## src/sv/cpld_pkg.sv

```systemverilog
// Shared types, constants and classification functions of the charge pilot level detector.
`default_nettype none

package cpld_pkg;

    localparam int GROUP_SIZE_LOG2_DEF = 3;

    localparam int SAMPLE_W = 12;
    localparam int WIN_W    = 8;
    localparam int SETTLE_W = 4;
    localparam int LEVEL_W  = 3;
    localparam int MV_W     = 12;
    localparam int CFG_W    = 8;

    localparam logic [WIN_W-1:0]    WINDOW_GROUPS_RST = 8'd20;
    localparam logic [SETTLE_W-1:0] SETTLE_GROUPS_RST = 4'd1;

    // Register indexes of the configuration port
    localparam logic CFG_WINDOW_GROUPS = 1'b0;
    localparam logic CFG_SETTLE_GROUPS = 1'b1;

    // peak * 806 / 1000 == (peak * MV_RECIP) >> MV_SHIFT for every 12-bit peak
    localparam int          MV_SHIFT = 32;
    localparam logic [31:0] MV_RECIP = 32'd3461743641;

    localparam logic [LEVEL_W-1:0] PILOT_FAULT = 3'd0;
    localparam logic [LEVEL_W-1:0] PILOT_3V    = 3'd1;
    localparam logic [LEVEL_W-1:0] PILOT_6V    = 3'd2;
    localparam logic [LEVEL_W-1:0] PILOT_9V    = 3'd3;
    localparam logic [LEVEL_W-1:0] PILOT_12V   = 3'd4;

    localparam logic [1:0] PROX_32A  = 2'd0;
    localparam logic [1:0] PROX_20A  = 2'd1;
    localparam logic [1:0] PROX_13A  = 2'd2;
    localparam logic [1:0] PROX_NONE = 2'd3;

    localparam logic [MV_W-1:0] PILOT_TH_3V   = 12'd352;
    localparam logic [MV_W-1:0] PILOT_TH_6V   = 12'd887;
    localparam logic [MV_W-1:0] PILOT_TH_9V   = 12'd1422;
    localparam logic [MV_W-1:0] PILOT_TH_12V  = 12'd2007;
    localparam logic [MV_W-1:0] PROX_TH_20A   = 12'd1129;
    localparam logic [MV_W-1:0] PROX_TH_13A   = 12'd1678;
    localparam logic [MV_W-1:0] PROX_TH_NONE  = 12'd2187;

    typedef struct packed {
        logic [SAMPLE_W-1:0] sample;
        logic                channel;
        logic                restart;
    } t_in_item;

    typedef struct packed {
        logic                valid;
        logic                channel;
        logic [SAMPLE_W-1:0] peak;
    } t_peak_evt;

    typedef struct packed {
        logic            valid;
        logic            channel;
        logic [MV_W-1:0] mv;
    } t_mv_evt;

    typedef struct packed {
        logic               result_channel;
        logic [LEVEL_W-1:0] level;
        logic               changed;
        logic [MV_W-1:0]    millivolts;
    } t_result;

    function automatic logic [LEVEL_W-1:0] pilot_class(input logic [MV_W-1:0] mv);
        logic [LEVEL_W-1:0] lvl;
        if (mv < PILOT_TH_3V) begin
            lvl = PILOT_FAULT;
        end else if (mv < PILOT_TH_6V) begin
            lvl = PILOT_3V;
        end else if (mv < PILOT_TH_9V) begin
            lvl = PILOT_6V;
        end else if (mv < PILOT_TH_12V) begin
            lvl = PILOT_9V;
        end else begin
            lvl = PILOT_12V;
        end
        return lvl;
    endfunction

    function automatic logic [1:0] prox_class(input logic [MV_W-1:0] mv);
        logic [1:0] lvl;
        if (mv < PROX_TH_20A) begin
            lvl = PROX_32A;
        end else if (mv < PROX_TH_13A) begin
            lvl = PROX_20A;
        end else if (mv < PROX_TH_NONE) begin
            lvl = PROX_13A;
        end else begin
            lvl = PROX_NONE;
        end
        return lvl;
    endfunction

endpackage

`default_nettype wire

```

## src/sv/cpld_window.sv

```systemverilog
// Group averaging, settle discard and peak tracking over one measurement window.
`default_nettype none

module cpld_window
    import cpld_pkg::*;
#(
    parameter int GROUP_SIZE_LOG2 = GROUP_SIZE_LOG2_DEF
) (
    input  wire logic                i_clk,
    input  wire logic                i_rst_n,
    input  wire logic                i_adv,
    input  wire logic                i_in_valid,
    input  wire t_in_item            i_in,
    input  wire logic [WIN_W-1:0]    i_window_groups,
    input  wire logic [SETTLE_W-1:0] i_settle_groups,
    output t_peak_evt                o_evt
);

    localparam int SUM_W = SAMPLE_W + GROUP_SIZE_LOG2;
    localparam int CNT_W = GROUP_SIZE_LOG2 + 1;
    localparam logic [CNT_W-1:0] GRP_CNT = CNT_W'(1) << GROUP_SIZE_LOG2;

    logic [SUM_W-1:0]    r_sum,    n_sum;
    logic [CNT_W-1:0]    r_cnt,    n_cnt;
    logic [WIN_W-1:0]    r_done,   n_done;
    logic [SETTLE_W-1:0] r_disc,   n_disc;
    logic [SAMPLE_W-1:0] r_peak,   n_peak;
    logic                r_active, n_active;
    t_peak_evt           r_evt,    n_evt;

    logic [SUM_W-1:0]    sum_b, sum_a;
    logic [CNT_W-1:0]    cnt_b, cnt_a;
    logic [WIN_W-1:0]    done_b, done_a, need;
    logic [SETTLE_W-1:0] disc_b;
    logic [SAMPLE_W-1:0] peak_b, peak_a, avg;
    logic                act_b;

    always_comb begin
        if (i_in.restart) begin
            sum_b  = '0;
            cnt_b  = '0;
            done_b = '0;
            disc_b = i_settle_groups;
            peak_b = '0;
            act_b  = 1'b1;
        end else begin
            sum_b  = r_sum;
            cnt_b  = r_cnt;
            done_b = r_done;
            disc_b = r_disc;
            peak_b = r_peak;
            act_b  = r_active;
        end

        sum_a  = sum_b + SUM_W'(i_in.sample);
        cnt_a  = cnt_b + CNT_W'(1);
        avg    = sum_a[GROUP_SIZE_LOG2 +: SAMPLE_W];
        peak_a = (avg > peak_b) ? avg : peak_b;
        done_a = done_b + WIN_W'(1);
        need   = (i_window_groups == '0) ? WIN_W'(1) : i_window_groups;

        n_sum    = r_sum;
        n_cnt    = r_cnt;
        n_done   = r_done;
        n_disc   = r_disc;
        n_peak   = r_peak;
        n_active = r_active;
        n_evt    = '0;
        n_evt.channel = i_in.channel;
        n_evt.peak    = peak_a;

        if (i_in_valid && act_b) begin
            n_done   = done_b;
            n_disc   = disc_b;
            n_peak   = peak_b;
            n_active = act_b;
            if (cnt_a != GRP_CNT) begin
                n_sum = sum_a;
                n_cnt = cnt_a;
            end else begin
                n_sum = '0;
                n_cnt = '0;
                if (disc_b != '0) begin
                    n_disc = disc_b - SETTLE_W'(1);
                end else begin
                    n_peak = peak_a;
                    n_done = done_a;
                    if (!(done_a < need)) begin
                        n_active    = 1'b0;
                        n_evt.valid = 1'b1;
                    end
                end
            end
        end
    end

    always_ff @(posedge i_clk) begin
        if (!i_rst_n) begin
            r_sum     <= '0;
            r_cnt     <= '0;
            r_done    <= '0;
            r_disc    <= '0;
            r_peak    <= '0;
            r_active  <= 1'b0;
            r_evt     <= '0;
        end else if (i_adv) begin
            r_sum     <= n_sum;
            r_cnt     <= n_cnt;
            r_done    <= n_done;
            r_disc    <= n_disc;
            r_peak    <= n_peak;
            r_active  <= n_active;
            r_evt     <= n_evt;
        end
    end

    assign o_evt = r_evt;

    a_cnt_in_group: assert property (@(posedge i_clk) disable iff (!i_rst_n)
        r_cnt < GRP_CNT)
        else $error("group count reached group size");

    a_close_idles: assert property (@(posedge i_clk) disable iff (!i_rst_n)
        r_evt.valid |-> !r_active)
        else $error("window still active after close");

endmodule

`default_nettype wire

```

## src/sv/cpld_scale.sv

```systemverilog
// Peak to millivolt conversion by reciprocal multiplication.
`default_nettype none

module cpld_scale
    import cpld_pkg::*;
(
    input  wire logic      i_clk,
    input  wire logic      i_rst_n,
    input  wire logic      i_adv,
    input  wire t_peak_evt i_evt,
    output t_mv_evt        o_evt
);

    localparam int PROD_W = SAMPLE_W + 32;

    logic [PROD_W-1:0] prod;
    logic              r_valid;
    logic              r_channel;
    logic [MV_W-1:0]   r_mv;

    assign prod = PROD_W'(i_evt.peak) * PROD_W'(MV_RECIP);

    always_ff @(posedge i_clk) begin
        if (!i_rst_n) begin
            r_valid <= 1'b0;
        end else if (i_adv) begin
            r_valid <= i_evt.valid;
        end
    end

    always_ff @(posedge i_clk) begin
        if (i_adv) begin
            r_channel <= i_evt.channel;
            r_mv      <= prod[MV_SHIFT +: MV_W];
        end
    end

    assign o_evt = {r_valid, r_channel, r_mv};

endmodule

`default_nettype wire

```

## src/sv/cpld_classify.sv

```systemverilog
// Level classification, per-channel level tracking and the result register.
`default_nettype none

module cpld_classify
    import cpld_pkg::*;
(
    input  wire logic    i_clk,
    input  wire logic    i_rst_n,
    input  wire logic    i_adv,
    input  wire t_mv_evt i_evt,
    output logic         o_valid,
    output t_result      o_result
);

    logic [LEVEL_W-1:0] r_pilot,  n_pilot;
    logic [1:0]         r_prox,   n_prox;
    logic               r_valid;
    t_result            r_result, n_result;
    logic [LEVEL_W-1:0] pilot_lvl;
    logic [1:0]         prox_lvl;

    always_comb begin
        pilot_lvl = pilot_class(i_evt.mv);
        prox_lvl  = prox_class(i_evt.mv);
        n_pilot   = r_pilot;
        n_prox    = r_prox;
        n_result.result_channel = i_evt.channel;
        n_result.millivolts     = i_evt.mv;
        if (!i_evt.channel) begin
            n_result.level   = pilot_lvl;
            n_result.changed = (pilot_lvl != r_pilot);
            if (i_evt.valid) begin
                n_pilot = pilot_lvl;
            end
        end else begin
            n_result.level   = LEVEL_W'(prox_lvl);
            n_result.changed = (prox_lvl != r_prox);
            if (i_evt.valid) begin
                n_prox = prox_lvl;
            end
        end
    end

    always_ff @(posedge i_clk) begin
        if (!i_rst_n) begin
            r_pilot <= PILOT_12V;
            r_prox  <= PROX_NONE;
            r_valid <= 1'b0;
        end else if (i_adv) begin
            r_pilot <= n_pilot;
            r_prox  <= n_prox;
            r_valid <= i_evt.valid;
        end
    end

    always_ff @(posedge i_clk) begin
        if (i_adv) begin
            r_result <= n_result;
        end
    end

    assign o_valid  = r_valid;
    assign o_result = r_result;

endmodule

`default_nettype wire

```

## src/sv/charge_pilot_level_detector_unit.sv

```systemverilog
// Top level of the charge pilot level detector: ports, configuration and input register.
//
// Takes one ADC sample per cycle. After a restart it drops settle_groups groups of
// 2**GROUP_SIZE_LOG2 samples, then keeps the peak group average over window_groups
// groups and emits one item at window end: channel, pilot level or cable code, a
// changed flag and the peak in millivolts. Behind the input register, the result passes the
// window accumulator, the reciprocal multiplier, then the classifier and result register;
// all stages advance together, so the block takes one sample per cycle and stalls only
// while a result waits at the output.
`default_nettype none

module charge_pilot_level_detector_unit
    import cpld_pkg::*;
#(
    parameter int GROUP_SIZE_LOG2 = GROUP_SIZE_LOG2_DEF
) (
    input  wire logic             i_clk,
    input  wire logic             i_rst_n,
    input  wire logic             i_s_axis_tvalid,
    output logic                  o_s_axis_tready,
    input  wire logic [15:0]      i_s_axis_tdata,  // [11:0] sample
    input  wire logic [1:0]       i_s_axis_tuser,  // [0] channel, [1] restart
    output logic                  o_m_axis_tvalid,
    input  wire logic             i_m_axis_tready,
    output logic [15:0]           o_m_axis_tdata,  // [2:0] level, [14:3] millivolts
    output logic [1:0]            o_m_axis_tuser,  // [0] result_channel, [1] changed
    input  wire logic             i_cfg_we,
    input  wire logic             i_cfg_index,
    input  wire logic [CFG_W-1:0] i_cfg_data
);

    logic [WIN_W-1:0]    r_win;
    logic [SETTLE_W-1:0] r_settle;
    logic                adv;
    logic                r_in_valid;
    t_in_item            r_in;
    t_peak_evt           peak_evt;
    t_mv_evt             mv_evt;
    logic                res_valid;
    t_result             res;

    assign adv             = !res_valid || i_m_axis_tready;
    assign o_s_axis_tready = adv;

    always_ff @(posedge i_clk) begin
        if (!i_rst_n) begin
            r_win    <= WINDOW_GROUPS_RST;
            r_settle <= SETTLE_GROUPS_RST;
        end else if (i_cfg_we) begin
            unique case (i_cfg_index)
                CFG_WINDOW_GROUPS: r_win    <= i_cfg_data;
                CFG_SETTLE_GROUPS: r_settle <= i_cfg_data[SETTLE_W-1:0];
                default:           r_win    <= r_win;
            endcase
        end
    end

    always_ff @(posedge i_clk) begin
        if (!i_rst_n) begin
            r_in_valid <= 1'b0;
        end else if (adv) begin
            r_in_valid <= i_s_axis_tvalid;
        end
    end

    always_ff @(posedge i_clk) begin
        if (adv) begin
            r_in.sample  <= i_s_axis_tdata[SAMPLE_W-1:0];
            r_in.channel <= i_s_axis_tuser[0];
            r_in.restart <= i_s_axis_tuser[1];
        end
    end

    cpld_window #(
        .GROUP_SIZE_LOG2(GROUP_SIZE_LOG2)
    ) u_window (
        .i_clk          (i_clk),
        .i_rst_n        (i_rst_n),
        .i_adv          (adv),
        .i_in_valid     (r_in_valid),
        .i_in           (r_in),
        .i_window_groups(r_win),
        .i_settle_groups(r_settle),
        .o_evt          (peak_evt)
    );

    cpld_scale u_scale (
        .i_clk  (i_clk),
        .i_rst_n(i_rst_n),
        .i_adv  (adv),
        .i_evt  (peak_evt),
        .o_evt  (mv_evt)
    );

    cpld_classify u_classify (
        .i_clk   (i_clk),
        .i_rst_n (i_rst_n),
        .i_adv   (adv),
        .i_evt   (mv_evt),
        .o_valid (res_valid),
        .o_result(res)
    );

    assign o_m_axis_tvalid = res_valid;
    assign o_m_axis_tdata  = {1'b0, res.millivolts, res.level};
    assign o_m_axis_tuser  = {res.changed, res.result_channel};

    a_stall_blocks_input: assert property (@(posedge i_clk) disable iff (!i_rst_n)
        (res_valid && !i_m_axis_tready) |-> !o_s_axis_tready)
        else $error("input taken while result stalled");

    a_cfg_settle_written: assert property (@(posedge i_clk) disable iff (!i_rst_n)
        (i_cfg_we && i_cfg_index == CFG_SETTLE_GROUPS)
        |=> (r_settle == $past(i_cfg_data[SETTLE_W-1:0])))
        else $error("settle register not written");

endmodule

`default_nettype wire
```

## config.mk

```make
export PLATFORM = sky130hd
export DESIGN_NAME = charge_pilot_level_detector_unit
export DESIGN_NICKNAME = d
export VERILOG_FILES = /design/src/sv/cpld_pkg.sv /design/src/sv/cpld_window.sv /design/src/sv/cpld_scale.sv /design/src/sv/cpld_classify.sv /design/src/sv/charge_pilot_level_detector_unit.sv
export SDC_FILE = /design/constraint.sdc
export NUM_CORES = 1
export LEC_CHECK = 0
export ABC_AREA = 1
export BUFFER_PORTS_ARGS = -buffer_cell sky130_fd_sc_hd__buf_2
export CORE_MARGIN = 2
export CORE_UTILIZATION = 50
export CTS_BUF_LIST = sky130_fd_sc_hd__clkbuf_2
export DETAILED_ROUTE_END_ITERATION = 12
export MAX_ROUTING_LAYER = met4
export PLACE_DENSITY = 0.7
export SETUP_SLACK_MARGIN = 0.05
export SYNTH_ARGS = -nofsm -noshare
export SYNTH_HDL_FRONTEND = slang
export SYNTH_SLANG_ARGS = --single-unit
```

## constraint.sdc

```tcl
create_clock -name i_clk -period 6 [get_ports i_clk]
set_clock_uncertainty 0.2 [all_clocks]
set_input_delay 0.3 -clock i_clk [delete_from_list [all_inputs] [get_ports i_clk]]
set_output_delay 0.3 -clock i_clk [all_outputs]
set_load 0.02 [all_outputs]
```

== Yosys cells after proc, flatten, opt, wreduce, memory -nomap -nowiden ==
Index checks and enable logic that the tools add are counted.

* $mul: 1
* Bitwise logic cells: 2
* $add $sub $neg: 4
* Reductions and logical operators: 10
* Multiplexer cells: 31
* Equal/unequal tests: 3
* $lt $le $gt $ge: 9

{| class="wikitable"
|+ Operators by type and width
! operator !! count
|-
| $lt 12x11->1 const B || 4
|-
| $mux 12 || 4
|-
| $mul 12x32->44 const B || 1
|-
| $mux 8 || 4
|-
| $mux 15 || 2
|-
| $mux 4 || 5
|-
| $add 15x12->15 || 1
|-
| $mux 3 || 5
|-
| $gt 12x12->1 || 1
|-
| $lt 12x10->1 const B || 1
|-
| $lt 12x12->1 const B || 1
|-
| $lt 12x9->1 const B || 1
|-
| $mux 1 || 9
|-
| $add 8x1->8 const B || 1
|-
| $logic_not 8->1 || 1
|-
| $lt 8x8->1 || 1
|-
| $reduce_and 2->1 || 3
|-
| $reduce_and 3->1 || 2
|-
| $add 4x1->4 const B || 1
|-
| $mux 2 || 2
|-
| $ne 4x4->1 const B || 1
|-
| $reduce_bool 4->1 || 1
|-
| $sub 4x1->4 const B || 1
|-
| $ne 3x3->1 || 1
|-
| 5 further kinds || 6
|}

* Output and inout bits: 20
* Bits in registers: 122
* Input port bits: 32

== Depth between registers and ports, before layout ==
Gate-level depths: netlist (run 1).

* Depth after elaboration: 7
* Depth in mapped cells: 28
* Gate-level depth less buffers: 26

== Cells and area by module ==
A second synthesis (run 1) with hierarchy kept.

* Cells, all modules: 1784
* Area total of the unflattened synthesis: 12664.6 sq um

{| class="wikitable"
|+ By module, submodules not included
! module !! cells an instance !! instances !! area each (sq um) !! sequential area each (sq um)
|-
| cpld_scale || 906 || 1 || 6376.1 || 410.4
|-
| cpld_window || 643 || 1 || 4129.0 || 1161.1
|-
| cpld_classify || 143 || 1 || 1184.9 || 630.6
|-
| charge_pilot_level_detector_unit || 92 || 1 || 974.7 || 680.7
|}

== Worst setup path before layout (run 1) ==
Ideal clock, no wire load.

* Kind: register to register
* Start: register u_window.r_evt, in the netlist u_window.o_evt[10]
* End: register u_scale.r_mv[7], data pin
* Required time: 5.547 ns
* Setup time: 0.253 ns
* Path buffers: 0
* Path slack: 1.065 ns
* Arrival: 4.483 ns
* Cell stages (with the launch flop): 19
* Cell sequence: dfxtp_1 > inv_1 > ha_1 > xnor2_1 > ha_1 > or2_2 > fa_1 > inv_1 > fa_1 > fa_1 > inv_1 > ha_1 > nand2_1 > nor2_1 > inv_1 > nor4_1 > nand4_1 > nand4_1 > nand2_1

* Cells in the longest elaborated chain, start to end: 1

{| class="wikitable"
|+ Ends and longest elaborated chain
! item !! RTL line !! text
|-
| from (decl) || cpld_window.sv:29 || <nowiki>t_peak_evt r_evt, n_evt;</nowiki>
|-
| from (signal assigned) || cpld_window.sv:113 || <nowiki>r_evt <= n_evt;</nowiki>
|-
| $mul 12x32->44 || cpld_scale.sv:21 || <nowiki>assign prod = PROD_W'(i_evt.peak) * PROD_W'(MV_RECIP);</nowiki>
|-
| via u_scale.prod[39] || cpld_scale.sv:16 || <nowiki>logic [PROD_W-1:0] prod;</nowiki>
|-
| to (signal assigned) || cpld_scale.sv:34 || <nowiki>r_mv <= prod[MV_SHIFT +: MV_W];</nowiki>
|-
| to (decl) || cpld_scale.sv:19 || <nowiki>logic [MV_W-1:0] r_mv;</nowiki>
|}

The timed path passes the listed nets, and every way through them passes these cells.
A chain may end at the register's enable or synchronous reset.

== Final worst setup path (run 1) ==
* Start: register u_window.r_evt, in the netlist u_window.o_evt[10]
* End: register u_scale.r_mv[9], data pin

The elaborated chain is that of the path after synthesis.

==> key figures, run 1 <==
CTS
  • Post-CTS resize count: 0
  • Hold-fix buffers, CTS: 44
  • Later-pin clock latency in the skew report: 0.67 ns
  • Num CTS Buffers: 17
  • CTS Sinks: 122
  • Clock slew at reported path FFs: 0.22 ns
  • Clk root buf: clkbuf_2
  • Clock buffer depth: 2
  • Post-CTS Setup Inserts: 0
  • CTS H-tree lvls: 4
  • CTS tree: yes

Global routing
  • Busiest layer in global routing: met2
  • Met3 usage: 0.0264
  • First-pass GRT wire length: 48700 µm
  • Largest net degree at the start of global routing: 39
  • GRT Total Usage: 0.255
  • Met2 Usage GRT: 0.432
  • GR Layer Usage met1: 0.327
  • Vias in the first global route: 10200
  • Antenna violations before repair: 1
  • Grt total ovfl: 0

Logic synthesis
  • Synth top area cells: ha_1 (19%), dfxtp_1 (13%), fa_1 (12%), edfxtp_1 (11%), nand2_1 (11%)
  • Syn nets: 1833
  • Sequential area share after synthesis: 0.245
  • Post-synth EDFFs: 44
  • Post-Synth XOR/XNOR Area: 0.0170
  • Synth cell types: 50
  • Synth warn: 0
  • Post-synthesis mux area share: 0.000851
  • Async set-reset flop share out of synthesis: 0
  • Ys flop type: dfxtp_1
  • Dominant cell type by area after synthesis: ha_1
  • Syn_area_per_cell: 7.56 µm²
  • Largest family of logic cells by synthesized area: adder cells
  • #FFs+latches synth: 122
  • Simple-Gate Fraction of Synth Area: 0.207
  • Adder-cell area share of the yosys netlist: 0.306
  • Post-synthesis compound-gate area fraction: 0.114
  • Synth Instances: 1556
  • Yosys top cell area share: 0.185
  • Syn Std Cell Area: 11800 µm²

STA
  • Period utilization: 0.884
  • Final Critical Period: 5.31 ns
  • Fin. Hold Viols: 0
  • Worst Max-Slew Pin Slew: 0.828 ns
  • RSZ-0062 raised after global routing: no
  • Final setup vio count: 0
  • Slew Limit Fails: 0
  • Worst Hold Slack: 0.108 ns
  • Post-Route Setup TNS: 0 ns
  • Fmax achieved: 188 MHz
  • Min setup slack post-route: 0.693 ns
  • Max_slew headroom: 0.448

Die
  • Die height: 157 µm
  • Starting Density: 0.506
  • Io pins: 52
  • Die width: 157 µm
  • Die area: 24800 µm²
  • # rows: 56
  • Core Area: 23300 µm²

Drt
  • DRT Pass-1 Iters: 5
  • DRC violations left: 0
  • Routed len/inst: 14.7 µm
  • Routed Antenna Nets: 0
  • Via count: 10200
  • WL final: 29200 µm
  • DR iter-0 viols: 617
  • Vias per inst: 5.15

Setup path
  • Slowest CP cell: fa_1
  • CP Launch Type: flop
  • CP Capture Type: flop
  • Slowest cell delay on critical path: 0.55 ns
  • Buf/Inv on CP: 3
  • WP data required: 6.21 ns
  • Critical-path cell list: inv_1 > ha_1 > xnor2_1 > ha_1 > fa_1 > fa_1 > inv_1 > fa_1 > inv_1 > ha_1 > nand2_1 > nor2_1 > nand2_1 > nor2_1 > and3_1 > nand2_1 > nand2_1 > nand2_1 > nand3_1 > nand2_1
  • CP arrival: 5.52 ns
  • Worst Setup Path Type: flop to flop
  • CP top delay family: adder cells
  • Maximum fanout along the worst path: 4
  • Critical path's most frequent cell: nand2_1

Final layout
  • Layout Nets: 1929
  • Fillcell total: 2242
  • Most common cell after layout, fill and taps aside: nand2_1
  • Utilization after layout: 0.561
  • Most frequent cells in the layout: nand2_1 (348), inv_1 (302), ha_1 (174)
  • Final Non-Filler Cells: 1985
  • Fin area: 13000 µm²
  • Layout cells sized above 1: 0.0679
  • Syn-to-layout area delta: 10.9%

Pwr
  • Comb power frac: 0.581
  • Peak VDD IR: 157 µV
  • PwrDens: 300 nW/µm²
  • Leak: 6.83 nW
  • Total chip power: 3.92 mW
  • Internal Pwr Total: 2.03 mW
  • Clk pwr share: 0.141
  • Sw power: 1.89 mW
  • Register share of total power: 0.278
  • Net Sw Frac: 0.482

Placed design
  • Post-placement cell area: 12400 µm²
  • IO buf count: 46
  • Final GP Congestion: 0.948
  • Dpl ws: 0.759 ns
  • Post-DP HPWL: 23100 µm
  • Number of cells after detailed placement: 1908

Status
  • Status: finished, final reports clean

Hold path
  • Hold crit path type: input port to flop

Job
  • Max-cap violations: 0
==> cells by family (layout without fill, tap and decap cells) <==
logic type | count (synthesis) | after routing
adders and majority gates | 245 | 245
other | 1 | 2
muxes | 1 | 1
and+or+nand+nor | 586 | 586
AOI/OAI and AO/OA | 245 | 245
DFF | 122 | 122
xor gates and xnor gates | 22 | 22
buffers and inverters | 334 | 443
==> state kept, by name, indices dropped and copies added (netlist names), 2 cells and up <==
| register | flops |
|---|---|
| u_scale.r_mv | 12 |
| u_classify.r_prox | 2 |
| u_window.r_disc | 4 |
| u_window.r_done | 8 |
| u_window.r_peak | 12 |
| u_window.r_cnt | 4 |
| r_settle | 4 |
| r_win | 8 |
| u_classify.o_result | 17 |
| r_in | 14 |
| u_window.r_sum | 15 |
| u_classify.r_pilot | 3 |
| u_window.o_evt | 14 |
==> routing by layer <==
layer / routed length [µm] / share of wire
met3: 1380 / 0.047
met2: 13900 / 0.48
met4: 469 / 0.016
met1: 13400 / 0.46
met5: 0 / 0
==> worst paths after layout <==
| kind | from | endpoint | slack (ns) | depth (start not counted) |
|---|---|---|---|---|
| setup / recovery | u_window.o_evt[10]$_SDFFE_PN0N_ | u_scale.r_mv[9]$_DFFE_PN_ | 0.69 | 20 |
| hold / removal | i_s_axis_tdata[9] | r_in[11]$_DFFE_PN_ | 0.11 | 2 |
| hold reg to reg | u_window.o_evt[12]$_SDFFE_PN0N_ | u_scale.r_channel$_DFFE_PN_ | 0.26 | 0 |
| setup reg to reg | u_window.o_evt[10]$_SDFFE_PN0N_ | u_scale.r_mv[9]$_DFFE_PN_ | 0.69 | 20 |
==> cell type report <==
| cell class | count | area (µm²) | share of cell area |
|---|---|---|---|
| Antenna cell | 1 | 2.50 | 0.000192 |
| Clock buffer | 18 | 90.1 | 0.00691 |
| Clock inverter | 14 | 155 | 0.0119 |
| Inverter | 308 | 1160 | 0.0888 |
| Multi-Input combinational cell | 1100 | 7590 | 0.582 |
| Sequential cell | 122 | 2880 | 0.221 |
| Tap cell | 319 | 399 | 0.0306 |
| Timing Repair Buffer | 103 | 768 | 0.0589 |
==> power groups by stage <==
stage	registers, mW	clock network (mW)	logic, mW
floorplan	1.14	0	1.56
global placement	1.10	0	2.20
detailed placement	1.11	0	2.23
CTS	1.09	0.568	2.28
global route	1.10	0.598	2.61
finish	1.09	0.552	2.28
==> cell usage after synthesis, drive strengths merged (16+ instances only) <==
cell type / number
xor2: 16
fa: 71
o21ai: 84
a21oi: 120
ha: 174
nand4: 23
dfxtp: 78
edfxtp: 44
nand2: 352
inv: 306
nor2: 124
nand3: 58
==> worst register-to-register path: stages (launching register included) <==
cell	delay [ns]
dfxtp_1	0.37
inv_1	0.07
ha_1	0.35
xnor2_1	0.49
ha_1	0.36
fa_1	0.50
fa_1	0.55
inv_1	0.06
fa_1	0.55
inv_1	0.05
ha_1	0.34
nand2_1	0.08
nor2_1	0.25
nand2_1	0.12
nor2_1	0.14
and3_1	0.16
nand2_1	0.05
nand2_1	0.17
nand2_1	0.10
nand3_1	0.08
nand2_1	0.05
(Power assumes the default switching activity.)
==> inputs of run 2 (changes only) <==
--- a/config.mk
+++ b/config.mk
@@ -5,14 +5,14 @@
 export SDC_FILE = /design/constraint.sdc
 export NUM_CORES = 1
 export LEC_CHECK = 0
-export ABC_AREA = 1
 export BUFFER_PORTS_ARGS = -buffer_cell sky130_fd_sc_hd__buf_2
+export CORE_ASPECT_RATIO = 0.5
 export CORE_MARGIN = 2
-export CORE_UTILIZATION = 50
+export CORE_UTILIZATION = 60
 export CTS_BUF_LIST = sky130_fd_sc_hd__clkbuf_2
 export DETAILED_ROUTE_END_ITERATION = 12
 export MAX_ROUTING_LAYER = met4
-export PLACE_DENSITY = 0.7
+export PLACE_DENSITY = 0.81
 export SETUP_SLACK_MARGIN = 0.05
 export SYNTH_ARGS = -nofsm -noshare
 export SYNTH_HDL_FRONTEND = slang
==> run 2 against run 1 <==
  * Hold slack lost 0.045 ns
  * Power fell by 17%
  * First-iteration DRC count increased by 3.9%
  * Cell count is 22% lower
==> key figures, run 2 <==
Global routing
  • Vias in the first global route: 9167 (-10%)
  • Antenna violations before repair: 1 (unchanged)
  • Grt total ovfl: 0 (unchanged)
  • Largest net degree at the start of global routing: 70 (+79%)
  • GRT Total Usage: 0.289 (+0.0341)
  • First-pass GRT wire length: 44200 µm (-9.2%)

Logic synthesis
  • Async set-reset flop share out of synthesis: 0 (unchanged)
  • Synth Instances: 1210 (-22%)
  • Most frequent cell after synthesis: ha_1
  • Synth warn: 0 (unchanged)
  • Ys flop type: dfxtp_1
  • Synth top area cells: ha_1 (20%), dfxtp_1 (14%), fa_1 (13%), edfxtp_1 (12%), inv_1 (5.6%)
  • Post-synth EDFFs: 44 (unchanged)
  • Syn_area_per_cell: 9.15 µm² (+21%)
  • List of most frequent post-synthesis cells: ha_1 (174), inv_1 (166), nand2_1 (98)
  • Syn nets: 1487 (-19%)
  • Synth cell types: 68 (+36%)
  • Syn Std Cell Area: 11100 µm² (-6.0%)
  • Yosys top cell area share: 0.197 (+0.0117)
  • Dominant cell type by area after synthesis: ha_1
  • #FFs+latches synth: 122 (unchanged)
  • Sequential area share after synthesis: 0.261 (+0.0155)

Setup path
  • R2R setup slack: 0.41 ns (-0.28 ns)
  • Slowest CP cell: fa_1
  • Launching point of the worst reg2reg path: u_window.o_evt[6]$_SDFFE_PN0N_
  • Reg2reg end: u_scale.r_mv[11]$_DFFE_PN_
  • WP data required: 6.31 ns (+0.10 ns)
  • Slowest cell delay on critical path: 0.60 ns (+0.05 ns)
  • Maximum fanout along the worst path: 6 (+2)
  • CP Launch Type: flop
  • Critical-path cell list: inv_1 > fa_1 > inv_1 > ha_1 > fa_1 > inv_1 > fa_1 > fa_1 > inv_1 > ha_1 > a21oi_1 > o21a_1 > o21ai_0 > a2111oi_4 > nor2_2 > or4_1 > nand3_1
  • CP Capture Type: flop
  • Worst Setup Path Type: flop to flop
  • CP arrival: 5.90 ns (+0.38 ns)
  • Worst-case reg-to-reg path depth: 17 (-15%)

STA
  • Post-Route Setup TNS: 0 ns (unchanged)
  • Fin. Hold Viols: 0 (unchanged)
  • Slew Limit Fails: 0 (unchanged)
  • Worst Max-Slew Pin Slew: 1.06 ns (+0.232 ns)
  • Final Critical Period: 5.59 ns (+0.282 ns)
  • Min setup slack post-route: 0.411 ns (-0.282 ns)
  • Worst Hold Slack: 0.0630 ns (-0.0451 ns)
  • RSZ-0062 raised after global routing: no
  • Max_slew headroom: 0.291 (-0.157)
  • Fmax achieved: 179 MHz (-5.0%)
  • Final setup vio count: 0 (unchanged)
  • Period utilization: 0.931 (+0.0470)

Placed design
  • Post-DP HPWL: 19600 µm (-15%)
  • IO buf count: 46 (unchanged)
  • Post-placement cell area: 11600 µm² (-6.3%)
  • Dpl ws: 0.488 ns (-0.271 ns)
  • Final GP Congestion: 0.971 (+2.4%)

Final layout
  • Most common cell after layout, fill and taps aside: ha_1
  • Layout Nets: 1574 (-18%)
  • Fin area: 12300 µm² (-6.0%)
  • Layout cells sized above 1: 0.0840 (+0.0161)
  • Syn-to-layout area delta: 10.8% (about the same)
  • Largest register FFs: 17 (unchanged)
  • Fillcell total: 1422 (-37%)
  • Most frequent cells in the layout: ha_1 (174), inv_1 (165), nand2_1 (98)

CTS
  • CTS Sinks: 122 (unchanged)
  • CTS tree: yes
  • Clk root buf: clkbuf_2
  • Clock slew at reported path FFs: 0.23 ns (about the same)
  • CTS H-tree lvls: 4 (unchanged)
  • Post-CTS resize count: 0 (unchanged)
  • Clock buffer depth: 2 (unchanged)
  • Later-pin clock latency in the skew report: 0.64 ns (-0.03 ns)
  • Num CTS Buffers: 17 (unchanged)

Die
  • Starting Density: 0.607 (+0.102)
  • Die area: 19600 µm² (-21%)
  • Core Area: 18200 µm² (-22%)
  • # rows: 35 (-38%)
  • Die height: 100 µm (-36%)
  • Die width: 196 µm (+25%)
  • Io pins: 52 (unchanged)

Pwr
  • Sw power: 1.40 mW (-26%)
  • Net Sw Frac: 0.432 (-0.0496)
  • Leak: 5.97 nW (-13%)
  • Comb power frac: 0.499 (-0.082)
  • Peak VDD IR: 140 µV (-11%)
  • Internal Pwr Total: 1.85 mW (-9.1%)
  • Total chip power: 3.25 mW (-17%)
  • Clk pwr share: 0.177 (+0.036)
  • PwrDens: 265 nW/µm² (-12%)
  • Register share of total power: 0.324 (+0.046)

Job
  • Max-cap violations: 0 (unchanged)

Hold path
  • Hold crit path type: input port to flop
  • Worst Min Path Start: i_rst_n
  • Hold depth: 2 (unchanged)
  • Hold worst-path end: r_win[2]$_SDFFE_PN1P_

Drt
  • DR iter-0 viols: 641 (+3.9%)
  • Vias per inst: 5.82 (+13%)
  • Routed len/inst: 16.7 µm (+13%)
  • Routed Antenna Nets: 0 (unchanged)
  • WL final: 25900 µm (-11%)
  • Via count: 9034 (-12%)
  • DRC violations left: 0 (unchanged)
  • DRT Pass-1 Iters: 6 (+1)

Status
  • Status: finished, final reports clean
run 2: cell types whose count changed in the layout (fill, tap and decap cells not counted), moves of 17 or more:
cell | before | now
a21oi_1 | 119 | 79
o21ai_0 | 79 | 52
nand3_1 | 58 | 39
nor2_1 | 122 | 59
xnor2_1 | 6 | 23
nand2_1 | 348 | 98
inv_1 | 302 | 165
nor2b_1 | 0 | 30
run 2: what timing repair did:
item | CTS | global route
setup buffers | 0 | 0
endpoints found under the hold margin | 31 | 0
hold buffers | 42 | 0
run 2: kinds of logic after synthesis:
kind of cell,after synthesis,synth area share
AO/OA/AOI/OAI,263,0.158
XOR/XNOR,35,0.0277
adder cells (fa/ha/maj),245,0.325
buffers and inverters,203,0.0692
flip-flops,122,0.261
multiplexers,11,0.00995
other,1,0.000339
AND/OR/NAND/NOR,330,0.149
run 2: routing by layer:
metal,part of all wire,wire length (µm),GRT usage
met2,0.47,12200,0.479
met3,0.057,1480,0.0400
met4,0.019,489,0.0728
met5,0,0,-
met1,0.46,11800,0.379
run 2: worst max-delay path by stage:
stage	cells after the start	endpoint	slack, ns	startpoint
final	17	u_scale.r_mv[11]$_DFFE_PN_	0.41	u_window.o_evt[6]$_SDFFE_PN0N_
after detailed placement	17	u_scale.r_mv[11]$_DFFE_PN_	0.49	u_window.o_evt[6]$_SDFFE_PN0N_
after CTS	17	u_scale.r_mv[11]$_DFFE_PN_	0.45	u_window.o_evt[6]$_SDFFE_PN0N_
after global placement	17	u_scale.r_mv[11]$_DFFE_PN_	0.55	u_window.o_evt[6]$_SDFFE_PN0N_
after global routing	16	u_scale.r_mv[4]$_DFFE_PN_	0.14	u_window.o_evt[9]$_SDFFE_PN0N_
after floorplan	18	u_scale.r_mv[8]$_DFFE_PN_	0.70	u_window.o_evt[10]$_SDFFE_PN0N_
run 2: final cells by class:
type                            count  area (µm²)  area share
Antenna cell                        1        2.50    0.000204
Clock buffer                       18        90.1     0.00735
Clock inverter                     14         169      0.0138
Inverter                          167         627      0.0511
Multi-Input combinational cell    885        7420       0.605
Sequential cell                   122        2880       0.235
Tap cell                          240         300      0.0245
Timing Repair Buffer              104         771      0.0629
run 2: per-stage QoR:
step	cells	utilization
detailed placement	1476	0.636
global route	1551	0.673
CTS	1550	0.673
finish	1551	0.673
global placement	1476	0.636
floorplan	1210	-
run 2: power groups by stage:
stage                     registers, mW  logic [mW]  clock network [mW]
after floorplan                    1.09        1.12                   0
after global placement             1.06        1.52                   0
after detailed placement           1.07        1.57                   0
after CTS                          1.05        1.61               0.582
after global routing               1.07        1.84               0.619
final                              1.05        1.62               0.575
run 2: critical path, delay by kind of cell (launching register included):
kind                     cells  cell delay (ns)
adder cells (fa/ha/maj)      6             2.90
AO/OA/AOI/OAI                4             0.97
AND/OR/NAND/NOR              3             0.76
flip-flops                   1             0.44
buffers and inverters        4             0.26
==> inputs of run 3 (changes only) <==
--- a/config.mk
+++ b/config.mk
@@ -5,14 +5,14 @@
 export SDC_FILE = /design/constraint.sdc
 export NUM_CORES = 1
 export LEC_CHECK = 0
-export BUFFER_PORTS_ARGS = -buffer_cell sky130_fd_sc_hd__buf_2
 export CORE_ASPECT_RATIO = 0.5
 export CORE_MARGIN = 2
 export CORE_UTILIZATION = 60
 export CTS_BUF_LIST = sky130_fd_sc_hd__clkbuf_2
 export DETAILED_ROUTE_END_ITERATION = 12
+export DONT_BUFFER_PORTS = 1
 export MAX_ROUTING_LAYER = met4
-export PLACE_DENSITY = 0.81
+export PLACE_DENSITY = 0.79
 export SETUP_SLACK_MARGIN = 0.05
 export SYNTH_ARGS = -nofsm -noshare
 export SYNTH_HDL_FRONTEND = slang
==> run 3 against run 2 <==
  * Global-route usage up 0.20 points
  * Core utilization down 0.69 points
  * Critical path depth unchanged
  * Sequential share of layout area up 0.26 points
  * Combinational power down 4%
  * Cell count down 2.3%
  * Power down 1.6%
  * Fmax down 1.4%
  * Via count down 0.56%
  * Hold slack better by 0.0018 ns
==> key figures, run 3 (synthesis gave the netlist of run 2 again) <==
Status
  • Status: finished, final reports clean

Global routing
  • First-pass GRT wire length: 44200 µm (-0.17%)
  • GRT Total Usage: 0.291 (+0.00204)
  • Antenna violations before repair: 1 (unchanged)
  • Largest net degree at the start of global routing: 70 (unchanged)
  • Grt total ovfl: 0 (unchanged)
  • Vias in the first global route: 9021 (-1.6%)

CTS
  • Clk root buf: clkbuf_2
  • Num CTS Buffers: 17 (unchanged)
  • CTS tree: yes
  • Later-pin clock latency in the skew report: 0.67 ns (+0.03 ns)
  • CTS Sinks: 122 (unchanged)
  • CTS H-tree lvls: 4 (unchanged)
  • Clock buffer depth: 2 (unchanged)
  • Clock slew at reported path FFs: 0.21 ns (-0.02 ns)

Placed design
  • IO buf count: 0 (-100%)
  • Post-placement cell area: 11300 µm² (-2.2%)
  • Final GP Congestion: 0.962 (-0.93%)
  • Post-DP HPWL: 19800 µm (+0.70%)

Drt
  • WL final: 26600 µm (+2.5%)
  • DRC violations left: 0 (unchanged)
  • DR iter-0 viols: 674 (+5.1%)
  • Via count: 8983 (-0.56%)
  • Vias per inst: 5.93 (+1.8%)
  • DRT Pass-1 Iters: 6 (unchanged)
  • Routed len/inst: 17.5 µm (+4.9%)
  • Routed Antenna Nets: 0 (unchanged)

STA
  • Period utilization: 0.945 (+0.0130)
  • Max_slew headroom: 0.303 (+0.0125)
  • Fmax achieved: 176 MHz (-1.4%)
  • Worst Max-Slew Pin Slew: 1.04 ns (-0.0186 ns)
  • Final Critical Period: 5.67 ns (+0.0783 ns)
  • Fin. Hold Viols: 0 (unchanged)
  • Post-Route Setup TNS: 0 ns (unchanged)
  • Final setup vio count: 0 (unchanged)
  • RSZ-0062 raised after global routing: no
  • Slew Limit Fails: 0 (unchanged)

Final layout
  • Utilization after layout: 0.666 (-0.00687)
  • Fin area: 12100 µm² (-1.0%)
  • Fillcell total: 1387 (-2.5%)
  • Largest register FFs: 17 (unchanged)
  • Layout Nets: 1538 (-2.3%)
  • Syn-to-layout area delta: 9.66%
  • Layout cells sized above 1: 0.0502 (-0.0337)
  • Most frequent cells in the layout: ha_1 (174), inv_1 (165), nand2_1 (98)
  • Most common cell after layout, fill and taps aside: ha_1

Pwr
  • Peak VDD IR: 142 µV (+1.6%)
  • Leak: 5.81 nW (-2.7%)
  • PwrDens: 264 nW/µm² (-0.56%)

Die
  • Die area: 19600 µm² (unchanged)
  • # rows: 35 (unchanged)
  • Starting Density: 0.607 (unchanged)
  • Die height: 100 µm (unchanged)
  • Die width: 196 µm (unchanged)
  • Core Area: 18200 µm² (unchanged)
  • Io pins: 52 (unchanged)

Setup path
  • R2R setup slack: 0.33 ns (-0.08 ns)
  • Reg2reg end: u_scale.r_mv[11]$_DFFE_PN_
  • Setup crit end: u_scale.r_mv[11]$_DFFE_PN_
  • Slowest CP cell: fa_1
  • CP Capture Type: flop
  • Launching point of the worst reg2reg path: u_window.o_evt[7]$_SDFFE_PN0N_
  • Slowest cell delay on critical path: 0.60 ns (about the same)
  • Worst-case reg-to-reg path depth: 17 (unchanged)
  • Worst Setup Path Type: flop to flop
  • Critical-path cell list: inv_1 > fa_1 > inv_1 > ha_1 > fa_1 > inv_1 > fa_1 > fa_1 > inv_1 > ha_1 > a21oi_1 > o21a_1 > o21ai_0 > a2111oi_4 > nor2_2 > or4_1 > nand3_1
  • Maximum fanout along the worst path: 7 (+1)
  • Setup crit start: u_window.o_evt[7]$_SDFFE_PN0N_
  • CP Launch Type: flop
  • WP data required: 6.35 ns (+0.04 ns)
  • CP arrival: 6.02 ns (+0.12 ns)

Hold path
  • Hold depth: 1 (-1)
  • Hold crit path type: input port to flop

Job
  • Max-cap violations: 0 (unchanged)
-- run 3: worst min-delay path by stage --
| stage | slack [ns] | to | startpoint |
|---|---|---|---|
| after floorplan | 0.20 | r_in[0]$_DFFE_PN_ | i_s_axis_tuser[1] |
| after global placement | 0.18 | r_settle[0]$_SDFFE_PN1P_ | i_rst_n |
| after detailed placement | 0.20 | r_in[13]$_DFFE_PN_ | i_s_axis_tdata[11] |
| after CTS | 0.00009 | r_in[10]$_DFFE_PN_ | i_s_axis_tdata[8] |
| after global routing | 0.009 | r_in[2]$_DFFE_PN_ | i_s_axis_tdata[0] |
| final | 0.06 | r_in[2]$_DFFE_PN_ | i_s_axis_tdata[0] |
-- run 3: final cells by class --
class	instances	area (µm²)	share of cell area
inverters	167	627	0.0517
repair buffers	68	661	0.0544
well taps	240	300	0.0247
diodes	1	2.50	0.000206
multi-input cells	885	7420	0.611
flip-flops and latches	122	2890	0.238
clock inverters	13	146	0.0121
clock buffers	19	95.1	0.00784
-- run 3: what timing repair did --
action / 4_1_cts / 5_1_grt
setup buffers: 0 / 0
hold buffers: 51 / 5
resized for setup: 0 / 2
setup endpoints to repair: 0 / 3
hold endpoints to repair: 91 / 5
-- run 3: metal layers --
layer	share of wire	routed length [µm]	up-vias	GRT usage
met3	0.051	1370	61	0.0420
li1	-	-	4309	-
met5	0	0	-	-
met1	0.45	12000	4319	0.375
met4	0.023	599	0	0.0822
met2	0.47	12500	294	0.485
-- run 3: where the power goes --
group          switching, mW  internal (mW)
registers              0.134          0.976
logic                  0.939          0.615
clock network          0.337          0.198
total                   1.41           1.79
-- run 3: through the flow --
step                      setup slack [ns]  power, mW  hold slack, ns  instances
after floorplan                      0.698       2.21           0.199       1210
final                                0.333       3.20          0.0648       1515
after global routing                0.0986       3.47         0.00881       1515
after global placement               0.371       2.56           0.183       1426
after detailed placement             0.218       2.62           0.199       1426
after CTS                            0.196       3.19       0.0000948       1509
-- run 3: worst max-delay path, delay by kind of cell (launching register included) --
family                   cells  cell delay (ns)
AO/OA/AOI/OAI                4             1.00
AND/OR/NAND/NOR              3             0.79
adder cells (fa/ha/maj)      6             2.82
flip-flops                   1             0.48
buffers and inverters        4             0.29
